$ cat src/mipsx_pkg.sv
// Shared definitions for the MIPS integer subset executor.
// Opcode and funct codes, syscall services, fault codes and the execute result bundle.
// No dependencies.
package mipsx_pkg;

    localparam int MEM_WORDS_DEFAULT = 4096;

    localparam logic [5:0] OP_RTYPE = 6'b000000;
    localparam logic [5:0] OP_J     = 6'b000010;
    localparam logic [5:0] OP_JAL   = 6'b000011;
    localparam logic [5:0] OP_BEQ   = 6'b000100;
    localparam logic [5:0] OP_BNE   = 6'b000101;
    localparam logic [5:0] OP_ADDI  = 6'b001000;
    localparam logic [5:0] OP_SLTI  = 6'b001010;
    localparam logic [5:0] OP_ANDI  = 6'b001100;
    localparam logic [5:0] OP_ORI   = 6'b001101;
    localparam logic [5:0] OP_LUI   = 6'b001111;
    localparam logic [5:0] OP_LW    = 6'b100011;
    localparam logic [5:0] OP_SW    = 6'b101011;

    localparam logic [5:0] FN_SLL     = 6'b000000;
    localparam logic [5:0] FN_SRL     = 6'b000010;
    localparam logic [5:0] FN_JR      = 6'b001000;
    localparam logic [5:0] FN_SYSCALL = 6'b001100;
    localparam logic [5:0] FN_ADD     = 6'b100000;
    localparam logic [5:0] FN_SUB     = 6'b100010;
    localparam logic [5:0] FN_AND     = 6'b100100;
    localparam logic [5:0] FN_OR      = 6'b100101;
    localparam logic [5:0] FN_NOR     = 6'b100111;
    localparam logic [5:0] FN_SLT     = 6'b101010;

    localparam logic [31:0] SYS_PRINT_INT = 32'd1;
    localparam logic [31:0] SYS_READ_INT  = 32'd5;
    localparam logic [31:0] SYS_DUMP      = 32'd0;
    localparam logic [31:0] SYS_EXIT      = 32'd10;

    localparam logic [4:0] REG_ZERO = 5'd0;
    localparam logic [4:0] REG_V0   = 5'd2;
    localparam logic [4:0] REG_A0   = 5'd4;
    localparam logic [4:0] REG_GP   = 5'd28;
    localparam logic [4:0] REG_SP   = 5'd29;
    localparam logic [4:0] REG_RA   = 5'd31;

    localparam logic [31:0] GP_RESET = 32'd4000;
    localparam logic [31:0] SP_RESET = 32'd12000;

    typedef enum logic [1:0] {
        FAULT_OK,
        FAULT_FUNCT,
        FAULT_OPCODE,
        FAULT_SYSCALL
    } fault_t;

    typedef struct packed {
        logic        rf_we;
        logic [4:0]  rf_waddr;
        logic [31:0] rf_wdata;
        logic        load;
        logic [4:0]  load_rt;
        logic        store;
        logic [29:0] mem_word;
        logic [31:0] store_data;
        logic [31:0] npc;
        logic        console_valid;
        logic [31:0] console_value;
        logic        dump;
        logic        halt_set;
        logic        halted;
        fault_t      fault;
    } exec_result_t;

    function automatic logic is_syscall(input logic [31:0] ins);
        return (ins[31:26] == OP_RTYPE) && (ins[5:0] == FN_SYSCALL);
    endfunction

    function automatic logic [31:0] rf_reset_value(input logic [4:0] idx);
        logic [31:0] v;
        v = '0;
        if (idx == REG_GP) begin
            v = GP_RESET;
        end else if (idx == REG_SP) begin
            v = SP_RESET;
        end
        return v;
    endfunction

endpackage

$ cat src/mipsx_exec.sv
// Execute logic for one MIPS word: decode, ALU, branch and jump targets, syscall services.
// Purely combinational; uses mipsx_pkg.
module mipsx_exec (
    input  logic [31:0]                ins,
    input  logic [31:0]                cin,
    input  logic [31:0]                a,
    input  logic [31:0]                b,
    input  logic [31:0]                pc,
    input  logic                       halt_in,
    output mipsx_pkg::exec_result_t    res
);

    logic [5:0]  op;
    logic [5:0]  fn;
    logic [4:0]  rt;
    logic [4:0]  rd;
    logic [4:0]  sh;
    logic [15:0] imm;
    logic [31:0] sext;
    logic [31:0] zext;
    logic [31:0] pc4;
    logic [31:0] sum_imm;
    logic [31:0] br_target;
    logic [31:0] j_target;
    logic        wr;
    logic [4:0]  wr_idx;
    logic [31:0] wr_val;

    assign op             = ins[31:26];
    assign rt             = ins[20:16];
    assign rd             = ins[15:11];
    assign sh             = ins[10:6];
    assign fn             = ins[5:0];
    assign imm            = ins[15:0];
    assign sext           = {{16{imm[15]}}, imm};
    assign zext           = {16'd0, imm};
    assign pc4            = pc + 32'd4;
    assign sum_imm        = a + sext;
    assign br_target      = pc4 + {sext[29:0], 2'b00};
    assign j_target       = {pc4[31:28], ins[25:0], 2'b00};

    always_comb begin
        res        = '0;
        res.npc    = pc4;
        res.fault  = mipsx_pkg::FAULT_OK;
        res.mem_word   = sum_imm[31:2];
        res.store_data = b;
        res.load_rt    = rt;
        wr     = 1'b0;
        wr_idx = rd;
        wr_val = '0;
        if (halt_in) begin
            res.npc    = pc;
            res.halted = 1'b1;
        end else begin
            if (op == mipsx_pkg::OP_RTYPE) begin
                case (fn)
                    mipsx_pkg::FN_ADD: begin wr = 1'b1; wr_val = a + b; end
                    mipsx_pkg::FN_SUB: begin wr = 1'b1; wr_val = a - b; end
                    mipsx_pkg::FN_AND: begin wr = 1'b1; wr_val = a & b; end
                    mipsx_pkg::FN_OR:  begin wr = 1'b1; wr_val = a | b; end
                    mipsx_pkg::FN_NOR: begin wr = 1'b1; wr_val = ~(a | b); end
                    mipsx_pkg::FN_SLT: begin
                        wr = 1'b1;
                        wr_val = {31'd0, $signed(a) < $signed(b)};
                    end
                    mipsx_pkg::FN_SLL: begin wr = 1'b1; wr_val = b << sh; end
                    mipsx_pkg::FN_SRL: begin wr = 1'b1; wr_val = b >> sh; end
                    mipsx_pkg::FN_JR:  res.npc = a;
                    mipsx_pkg::FN_SYSCALL: begin
                        // The read ports were steered to $v0 and $a0 for this word.
                        if (a == mipsx_pkg::SYS_READ_INT) begin
                            wr     = 1'b1;
                            wr_idx = mipsx_pkg::REG_V0;
                            wr_val = cin;
                        end else if (a == mipsx_pkg::SYS_PRINT_INT) begin
                            res.console_valid = 1'b1;
                            res.console_value = b;
                        end else if (a == mipsx_pkg::SYS_DUMP) begin
                            res.dump = 1'b1;
                        end else if (a == mipsx_pkg::SYS_EXIT) begin
                            res.dump     = 1'b1;
                            res.halt_set = 1'b1;
                        end else begin
                            res.fault = mipsx_pkg::FAULT_SYSCALL;
                        end
                    end
                    default: res.fault = mipsx_pkg::FAULT_FUNCT;
                endcase
            end else begin
                wr_idx = rt;
                case (op)
                    mipsx_pkg::OP_J:   res.npc = j_target;
                    mipsx_pkg::OP_JAL: begin
                        res.npc = j_target;
                        wr      = 1'b1;
                        wr_idx  = mipsx_pkg::REG_RA;
                        wr_val  = pc4;
                    end
                    mipsx_pkg::OP_BEQ: if (a == b) res.npc = br_target;
                    mipsx_pkg::OP_BNE: if (a != b) res.npc = br_target;
                    mipsx_pkg::OP_ADDI: begin wr = 1'b1; wr_val = sum_imm; end
                    mipsx_pkg::OP_SLTI: begin
                        wr = 1'b1;
                        wr_val = {31'd0, $signed(a) < $signed(sext)};
                    end
                    mipsx_pkg::OP_ANDI: begin wr = 1'b1; wr_val = a & zext; end
                    mipsx_pkg::OP_ORI:  begin wr = 1'b1; wr_val = a | zext; end
                    mipsx_pkg::OP_LUI:  begin wr = 1'b1; wr_val = {imm, 16'd0}; end
                    mipsx_pkg::OP_LW:   res.load  = 1'b1;
                    mipsx_pkg::OP_SW:   res.store = 1'b1;
                    default: res.fault = mipsx_pkg::FAULT_OPCODE;
                endcase
            end
            res.halted = res.halt_set;
        end
        res.rf_we    = wr && (wr_idx != mipsx_pkg::REG_ZERO);
        res.rf_waddr = wr_idx;
        res.rf_wdata = wr_val;
    end

endmodule

$ cat config.mk
export PLATFORM = sky130hd
export DESIGN_NAME = mipsx_exec
export DESIGN_NICKNAME = d
export VERILOG_FILES = /design/src/mipsx_pkg.sv /design/src/mipsx_exec.sv
export SDC_FILE = /design/constraint.sdc
export NUM_CORES = 1
export LEC_CHECK = 0
export BUFFER_PORTS_ARGS = -buffer_cell sky130_fd_sc_hd__buf_2
export CAP_MARGIN = 20
export CORE_MARGIN = 4
export CORE_UTILIZATION = 35
export DETAILED_ROUTE_END_ITERATION = 8
export SLEW_MARGIN = 25
export SYNTH_ARGS = -nofsm -noshare
export SYNTH_HDL_FRONTEND = slang
export SYNTH_SLANG_ARGS = --single-unit
export TNS_END_PERCENT = 1
$ cat constraint.sdc
create_clock -name vclk -period 8.02
set_input_delay 1.604 -clock vclk [all_inputs]
set_output_delay 1.604 -clock vclk [all_outputs]
set_load 0.02 [all_outputs]
# [Word-level counts from Yosys, hierarchy flattened]
# Cells that the tools add are included.
[totals] regBits=0 output_inout_bits=177
[classes] n_addsub=5 magnitude_cmp=2 n_eq_ne=25 n_shift=2 n_mux=45 bitwise=5 n_reduce_logical=10
[ops] cell="32-bit one-hot mux with 9 select lines" n=1
[ops] cell="32-bit two-way mux" n=8
[ops] cell="32-bit one-hot mux with 6 select lines" n=1
[ops] cell="35-bit two-way mux" n=4
[ops] cell="32-bit adder" n=3
[ops] cell="32-bit one-hot mux with 3 select lines" n=1
[ops] cell="6-bit equality test, second input constant" n=8
[ops] cell="6-bit by 4-bit equality test with 1-bit output, second input constant" n=7
[ops] cell="33-bit two-way mux" n=1
[ops] cell="32-bit by 3-bit adder with 32-bit output, second input constant" n=1
[ops] cell="32-bit by 16-bit AND with 32-bit output" n=1
[ops] cell="32-bit AND" n=1
[ops] cell="32-bit by 1-bit equality test with 1-bit output, second input constant" n=1
[ops] cell="32-bit by 3-bit equality test with 1-bit output, second input constant" n=1
[ops] cell="32-bit equality test" n=1
[ops] cell="32-bit by 4-bit equality test with 1-bit output, second input constant" n=1
[ops] cell="32-bit zero test" n=1
[ops] cell="32-bit by 16-bit less-than comparator with 1-bit output" n=1
[ops] cell="32-bit less-than comparator" n=1
[ops] cell="32-bit inequality test" n=1
[ops] cell="32-bit NOT" n=1
[ops] cell="32-bit by 16-bit OR with 32-bit output" n=1
[ops] cell="32-bit OR" n=1
[ops] cell="32-bit by 5-bit left shift with 32-bit output" n=1
[ops] cell="17 further kinds" n=45

# [Depth between registers and ports, before layout]
# Gate-level depths: netlist of run 1.
[logic_depth] ltp_word=8 ltp_mapped=19 depth_no_buf=18

# [Worst setup path before layout of run 1]
# OpenSTA, ideal clock, no wires.
[synth_path] path_kind="input port to output port" startpoint="input port ins[8]" endpoint="output port res[158] (netlist name)" t_arrival_ns=5.612 required_time_ns=6.416 slack_ns=0.804 cell_stages=16 cell_sequence="clkbuf_1 inv_2 buf_1 buf_1 ha_1 clkbuf_1 a21oi_1 o21ai_0 a221o_1 a21oi_1 o41ai_1 a31oi_1 o31ai_1 xnor2_1 a221oi_1 nor3_1"
[synth_rtl] element="start, declared" line="mipsx_exec.sv:4" text="input logic [31:0] ins,"
[synth_rtl] element="end, declared" line="mipsx_exec.sv:10" text="output mipsx_pkg::exec_result_t res"

==> results list, run 1 <==
- Worst-Margin Slew: 1.07 ns
* Depth of the critical timing path with buffers and inverters included: 20
* Via count: 21716
- Nets in the synthesized netlist: 2770
* DPL Wire Length: 77.5 mm
- Including well taps, the total number of placed cells is 3225.
- Min-delay worst type: input pin to output port
- Walking the worst path, the cells encountered are buf_2, and3_1, and4_1, and3_1, nand3_1, nor2_1, xnor2_1, inv_1, ha_1, o21ai_0, nand3b_1, a31oi_1, o311ai_0, buf_4, nor2_1, o41ai_1, xnor2_1, nand2_1, a21oi_1, buf_2.
- Die span in y: 225 um
- STA classifies the critical path endpoint as an output port.
- Data on the critical path is required at its endpoint by 6.42 ns.
- The cell area that synthesis handed to floorplanning was 0.0165 mm^2.
* Final setup violation count: 0
* Minimum setup slack in the final design: roughly 0.52 ns
* DIE WIDTH: 225 um
- Origin of the worst min-delay path: ins[16]
- Leading area contributor after synthesis: sky130_fd_sc_hd__ha_1
- IR drop worst, VDD: 0.0000608 V
- Number of DRC markers in iteration 0: 3293
- Number of distinct library cells after synthesis: 87
- After the last flow step, the layout net total stands at 2995.
* Leftover overflow at the end of global routing: 0
- Share of the cycle needed by the critical path after routing: just over 90%
- In this run the worst setup path begins at pc[4].
* Post-CTS setup-driven buffer insertion count: 0
- Via-to-Cell Ratio: 6.73
- Leakage: 8.29 nW
- Yosys printed 0 warnings.
- The die covers about 0.05 mm^2.
* Buffers plus inverters on the worst setup path: 4
* Global placement routability congestion: 1.05
* Power per cell area: just over 70 mW/mm^2
- The kind of cell with the highest combined delay along the critical path is compound AO/OA/AOI/OAI gates.
- The final number of hold-violating endpoints came to 0.
* Routed Wire Length: 96.9 mm
- Cells with a size suffix above 1 make up between 10% and 20% of the layout.
* Setup repair after global routing missed its margin: no
* DRC Markers: 0
- Cells fill 40.3% of the core in the end.
- Timing analysis after detailed placement gives a worst setup slack of 0.578 ns.
- Pin count of the biggest net entering global routing: 66
- The count of cells in the finished layout, fillers not included, comes to 3226.
- For this run, the top clock speed supported by timing is 0.133 GHz.
- After clock tree synthesis, the flow added hold-fix buffers numbering 0.
- Site row count: between 70 and 80
- Area taken by flip-flops and latches: 0 um^2
* Placement-stage cell area: roughly 0.019 mm^2
* Cells resized by post-CTS repair: 0
* Type of the worst setup path: input pin to output port
* Remaining antenna violation count after routing: 0
- The synthesized design devotes to its leading area cell type approximately 16% of total area.
* Design Power: 1.34 mW
* Largest cells by area after synthesis: sky130_fd_sc_hd__ha_1, sky130_fd_sc_hd__a21oi_1, sky130_fd_sc_hd__mux4_2, sky130_fd_sc_hd__xnor2_1, sky130_fd_sc_hd__nor2_1
- Sum Neg Setup Slack: 0 ns
- In this run the tool buffered the top-level ports with 338 buffer cells.
- Max-cap violations in this run came to 0.
* Number of global-route vias before repair: 20269
- Headroom to the max-slew limit came out at 28.2%.
- For this design, the slowest cell found on the critical path is sky130_fd_sc_hd__o311ai_0.
* Clock buffer instance count of the final layout: 0
* Post-synthesis sequential area ratio: 0%
* Number of top-level pins: 338
* Delay of the slowest cell on the worst path: 0.48 ns
* Antenna violations before repair: 4
* Number of cells traversed by the worst hold path: 2
- At the worst endpoint, the arrival time is 5.89 ns.
- Wire length of the first global-routing pass: 138 mm
* Sequential cells: 0
- Mean instance size in the synthesized netlist: 6.87 um^2
- Layout area overhead: 14.0%
- Number of max-slew violations in the final report: 0
- Dividing the detail-routed wire length by the instance count gives 30.0 um.
- Drt pass-1 iters: 6
- Gate count after technology mapping: 2395
- STA classifies the critical path startpoint as an input pin.
- Area of the placeable core: around 0.047 mm^2
* Initial core utilization: a little over a third
* Run status: completed
* Hold Slack: 3.47 ns
* Crit-path max FO: 6
- Aggregate global-route resource usage: 35.7%
* Final Critical Period: ~7.5 ns
* Final design instance area without fill: 0.0188 mm^2
-- cell usage after synthesis (25+ instances only) --
cell type / instances
sky130_fd_sc_hd__buf_4: 39
sky130_fd_sc_hd__nor4_1: 59
sky130_fd_sc_hd__a211oi_1: 34
sky130_fd_sc_hd__nor2_1: 222
sky130_fd_sc_hd__a221oi_1: 87
sky130_fd_sc_hd__nand3_1: 54
sky130_fd_sc_hd__mux4_2: 51
sky130_fd_sc_hd__o21bai_1: 30
sky130_fd_sc_hd__clkbuf_1: 134
sky130_fd_sc_hd__mux2i_1: 60
sky130_fd_sc_hd__a21oi_1: 232
sky130_fd_sc_hd__a21o_1: 43
sky130_fd_sc_hd__ha_1: 210
sky130_fd_sc_hd__inv_1: 153
sky130_fd_sc_hd__nand2_1: 143
sky130_fd_sc_hd__xnor2_1: 107
sky130_fd_sc_hd__o21ai_0: 163
sky130_fd_sc_hd__o22ai_1: 25
sky130_fd_sc_hd__a221o_1: 41
sky130_fd_sc_hd__nor3_1: 70
-- path summary, 6_finish.rpt --
check / endpoint / slack (ns)
worst max-delay path: res[65] / 0.52
worst min-delay path: res[133] / 3.47
-- final cells by class --
type | instances | area (um^2)
Tap cell | 607 | 759
Multi-Input combinational cell | 2032 | 15000
Inverter | 157 | 589
Timing Repair Buffer | 429 | 2420
Fill cell | 5071 | 27800
Antenna cell | 1 | 2.50
-- cells by family (layout without fill, tap and decap cells) --
| logic type | after synthesis | after routing | synth area share (%) |
|---|---|---|---|
| compound gates | 870 | 870 | 35.5 |
| xor+xnor | 130 | 130 | 6.92 |
| fa+ha+maj | 214 | 214 | 16.4 |
| buf+inv | 363 | 586 | 9.31 |
| mux | 117 | 117 | 11.1 |
| other cells | 0 | 1 | 0 |
| simple gates | 701 | 701 | 20.8 |
-- layer usage --
layer  part of all wire (%)  track usage, %  wire length [um]  up-vias
met5                  0.029               0                28        -
met4                    5.7            16.0              5570        4
met3                     10            6.21              9840      281
met2                     43            54.4             41500     1514
met1                     41            49.5             40000    10399
li1                       -               -                 -     9518
-- report_power, final --
| part | internal (mW) | switching [mW] | leakage (nW) | total [mW] |
|---|---|---|---|---|
| Clock | 0.00000000197 | 0 | 0.00000931 | 0.00000000198 |
| Sequential | 0 | 0 | 0 | 0 |
| Combinational | 0.460 | 0.884 | 8.29 | 1.34 |
| Total | 0.460 | 0.884 | 8.29 | 1.34 |
-- cells in the final DEF (no fill, tap or decap), types with 23 or more instances in the layout --
cell,synthesis,final
sky130_fd_sc_hd__mux2i_1,60,60
sky130_fd_sc_hd__inv_1,153,153
sky130_fd_sc_hd__nand3_1,54,53
sky130_fd_sc_hd__buf_4,39,90
sky130_fd_sc_hd__o21bai_1,30,30
sky130_fd_sc_hd__mux4_2,51,51
sky130_fd_sc_hd__xnor2_1,107,107
sky130_fd_sc_hd__buf_2,13,336
sky130_fd_sc_hd__nor2_1,222,220
sky130_fd_sc_hd__a221oi_1,87,87
sky130_fd_sc_hd__a221o_1,41,41
sky130_fd_sc_hd__o21ai_0,163,162
sky130_fd_sc_hd__a21oi_1,232,232
sky130_fd_sc_hd__ha_1,210,210
sky130_fd_sc_hd__nor3_1,70,65
sky130_fd_sc_hd__nor4_1,59,59
sky130_fd_sc_hd__xor2_1,23,23
sky130_fd_sc_hd__nand2b_1,23,23
sky130_fd_sc_hd__o22ai_1,25,25
sky130_fd_sc_hd__nand2_1,143,142
sky130_fd_sc_hd__a211oi_1,34,34
sky130_fd_sc_hd__a21o_1,43,43
(Power assumes the default switching activity.)
==> run 2, diff against run 1 <==
==> constraint.sdc (replaced) <==
create_clock -name vclk -period 6.4
set_input_delay 0.64 -clock vclk [all_inputs]
set_output_delay 0.64 -clock vclk [all_outputs]
set_load 0.02 [all_outputs]
==> results list, run 2 (synthesis gave the netlist of run 1 again) <==
* Placement-stage cell area: 0.0186 mm^2 (-0.92%)
- Design Power: 1.68 mW (+25%)
- The number of filler instances in the final layout came to 5048 (-0.45%).
- The first-pass iteration count of the detailed router came to 6 (unchanged).
* Most common cell after layout, fill and taps aside: sky130_fd_sc_hd__buf_2
- The post-placement setup slack is 0.676 ns (+0.0981 ns).
- The initial antenna violation count came to 1 (-3).
* Buffers plus inverters on the worst setup path: 4 (unchanged)
- Pin count of the biggest net entering global routing: 83 (+26%)
- The fraction of the core area covered by cells at the end of the flow was 40.0% (-0.37 points).
- Routed Wire Length: 98.3 mm (+1.5%)
- Final setup violation count: 0 (unchanged)
- Worst relative slew slack: 33.9% (+5.7 points)
- Ratio of cells with drive above 1 in the final layout: 19.4% (-0.58 points)
* Number of top-level pins: 338 (unchanged)
- The number of standard cells in the final layout excluding fillers is 3205 (-0.65%).
- The overall routing resource usage was 36.4% (+0.70 points).
- The worst setup path is of the input pin to output port kind.
* CP Data Required Time: 5.76 ns (-0.66 ns)
- Crit-path max FO: 6 (unchanged)
- The die extent in y is 225 um (unchanged).
- Number of DRC markers in iteration 0: 3132 (-4.9%)
- The global-route wire length before repair was 141 mm (+1.8%).
- Via count: 21758 (+0.19%)
- Routed wirelength normalized by instance count: 30.7 um (+2.2%)
* Cells resized by post-CTS repair: 0 (unchanged)
* Final design instance area without fill: 0.0186 mm^2 (-0.91%)
- Slowest stage cell on the critical path: sky130_fd_sc_hd__a31oi_1
- The highest cell delay on the worst timing path came to 0.47 ns (about the same).
* Sequence of cells on the critical path: buf_2, and3_1, and4_1, and3_1, nand3_1, nor2_1, xnor2_1, inv_1, ha_1, o21ai_0, nand3b_1, a31oi_1, o311ai_0, buf_4, o21a_1, xnor2_1, a2111oi_0, a21oi_1, buf_2
* Number of violations of the max-capacitance limit: 0 (unchanged)
* Area of the placeable core: 0.0466 mm^2 (unchanged)
- Remaining antenna violation count after routing: 0 (unchanged)
- Run status: completed
- Cell count after placement: 3205 (-0.62%)
- The final weighted congestion of routability-driven global placement came to 1.04 (-0.93%).
- The top cell types in the final layout, fill and taps aside, are sky130_fd_sc_hd__buf_2, sky130_fd_sc_hd__a21oi_1, sky130_fd_sc_hd__nor2_1.
- The worst setup path is launched from an input pin.
* Fmax: 0.172 GHz
- Power per cell area: 90.3 mW/mm^2 (+26%)
* Sum Neg Setup Slack: 0 ns (unchanged)
- Number of max-slew violations in the final report: 0 (unchanged)
* DPL Wire Length: 78.4 mm (+1.2%)
- Dividing the final minimum period by the clock period gives 90.8%.
- Die area: 0.0506 mm^2 (unchanged)
- The leftover overflow at the end of global routing was 0 (unchanged).
- Area taken by flip-flops and latches: 0 um^2 (unchanged)
- DIE WIDTH: 225 um (unchanged)
* # nets final: 2975 (-0.67%)
* Leakage: 8.18 nW (-1.3%)
- Clock buffer instance count of the final layout: 0 (unchanged)
* Setup repair after global routing missed its margin: no
- In this run the worst hold path is classified as input pin to output port.
- The count of buffers inserted at the top-level ports is 338 (unchanged).
- STA classifies the critical path endpoint as an output port.
- IR drop worst, VDD: 0.0000698 V (+15%)
- Antenna cells: 0 (-1)
- The number of core rows is 79 (unchanged).
- Post-CTS setup-driven buffer insertion count: 0 (unchanged)
* Number of global-route vias before repair: 20320 (+0.25%)
* Hold Slack: 1.54 ns (-1.92 ns)
- The average via count per standard cell came to 6.79 (+0.85%).
* Initial core utilization: 35.4% (unchanged)
- Data arrival time of the critical path: 5.17 ns (-0.72 ns)
* Count of endpoints failing hold in the final timing report: 0 (unchanged)
- The number of sequential storage elements came to 0 (unchanged).
- The transition time at the pin with the least slew margin came to 0.987 ns (-0.0790 ns).
- In this design, the largest share of critical-path delay is due to compound AO/OA/AOI/OAI gates.
- Minimum setup slack in the final design: 0.592 ns (+0.0695 ns)
* Layout area overhead: 13.0%
- DRC Markers: 0 (unchanged)
- Count of hold buffers inserted by post-cts repair: 0 (unchanged)
- Final Critical Period: 5.81 ns
run 2: cell type report:
| class | count | area (um^2) | area share, % |
|---|---|---|---|
| Tap cell | 607 | 759 | 4.08 |
| Multi-Input combinational cell | 2032 | 15000 | 80.7 |
| Timing Repair Buffer | 409 | 2240 | 12.1 |
| Inverter | 157 | 589 | 3.17 |
run 2: final timing paths:
kind | slack, ns | endpoint | startpoint | depth (start not counted)
hold / removal | 1.54 | res[136] | ins[19] | 2
setup / recovery | 0.59 | res[67] | pc[4] | 19
run 2: where the power goes:
group | internal [mW] | switching [mW] | leakage [nW] | total (mW)
Sequential | 0 | 0 | 0 | 0
Clock | 0 | 0 | 0 | 0
Combinational | 0.566 | 1.11 | 8.18 | 1.68
Total | 0.566 | 1.11 | 8.18 | 1.68
run 2: metal layers:
layer / part of all wire (%) / track usage [%] / wire length, um
met5: 0 / 0 / 0
met4: 4.9 / 13.1 / 4800
met3: 10 / 6.88 / 10300
met2: 44 / 56.9 / 42900
met1: 41 / 50.3 / 40300
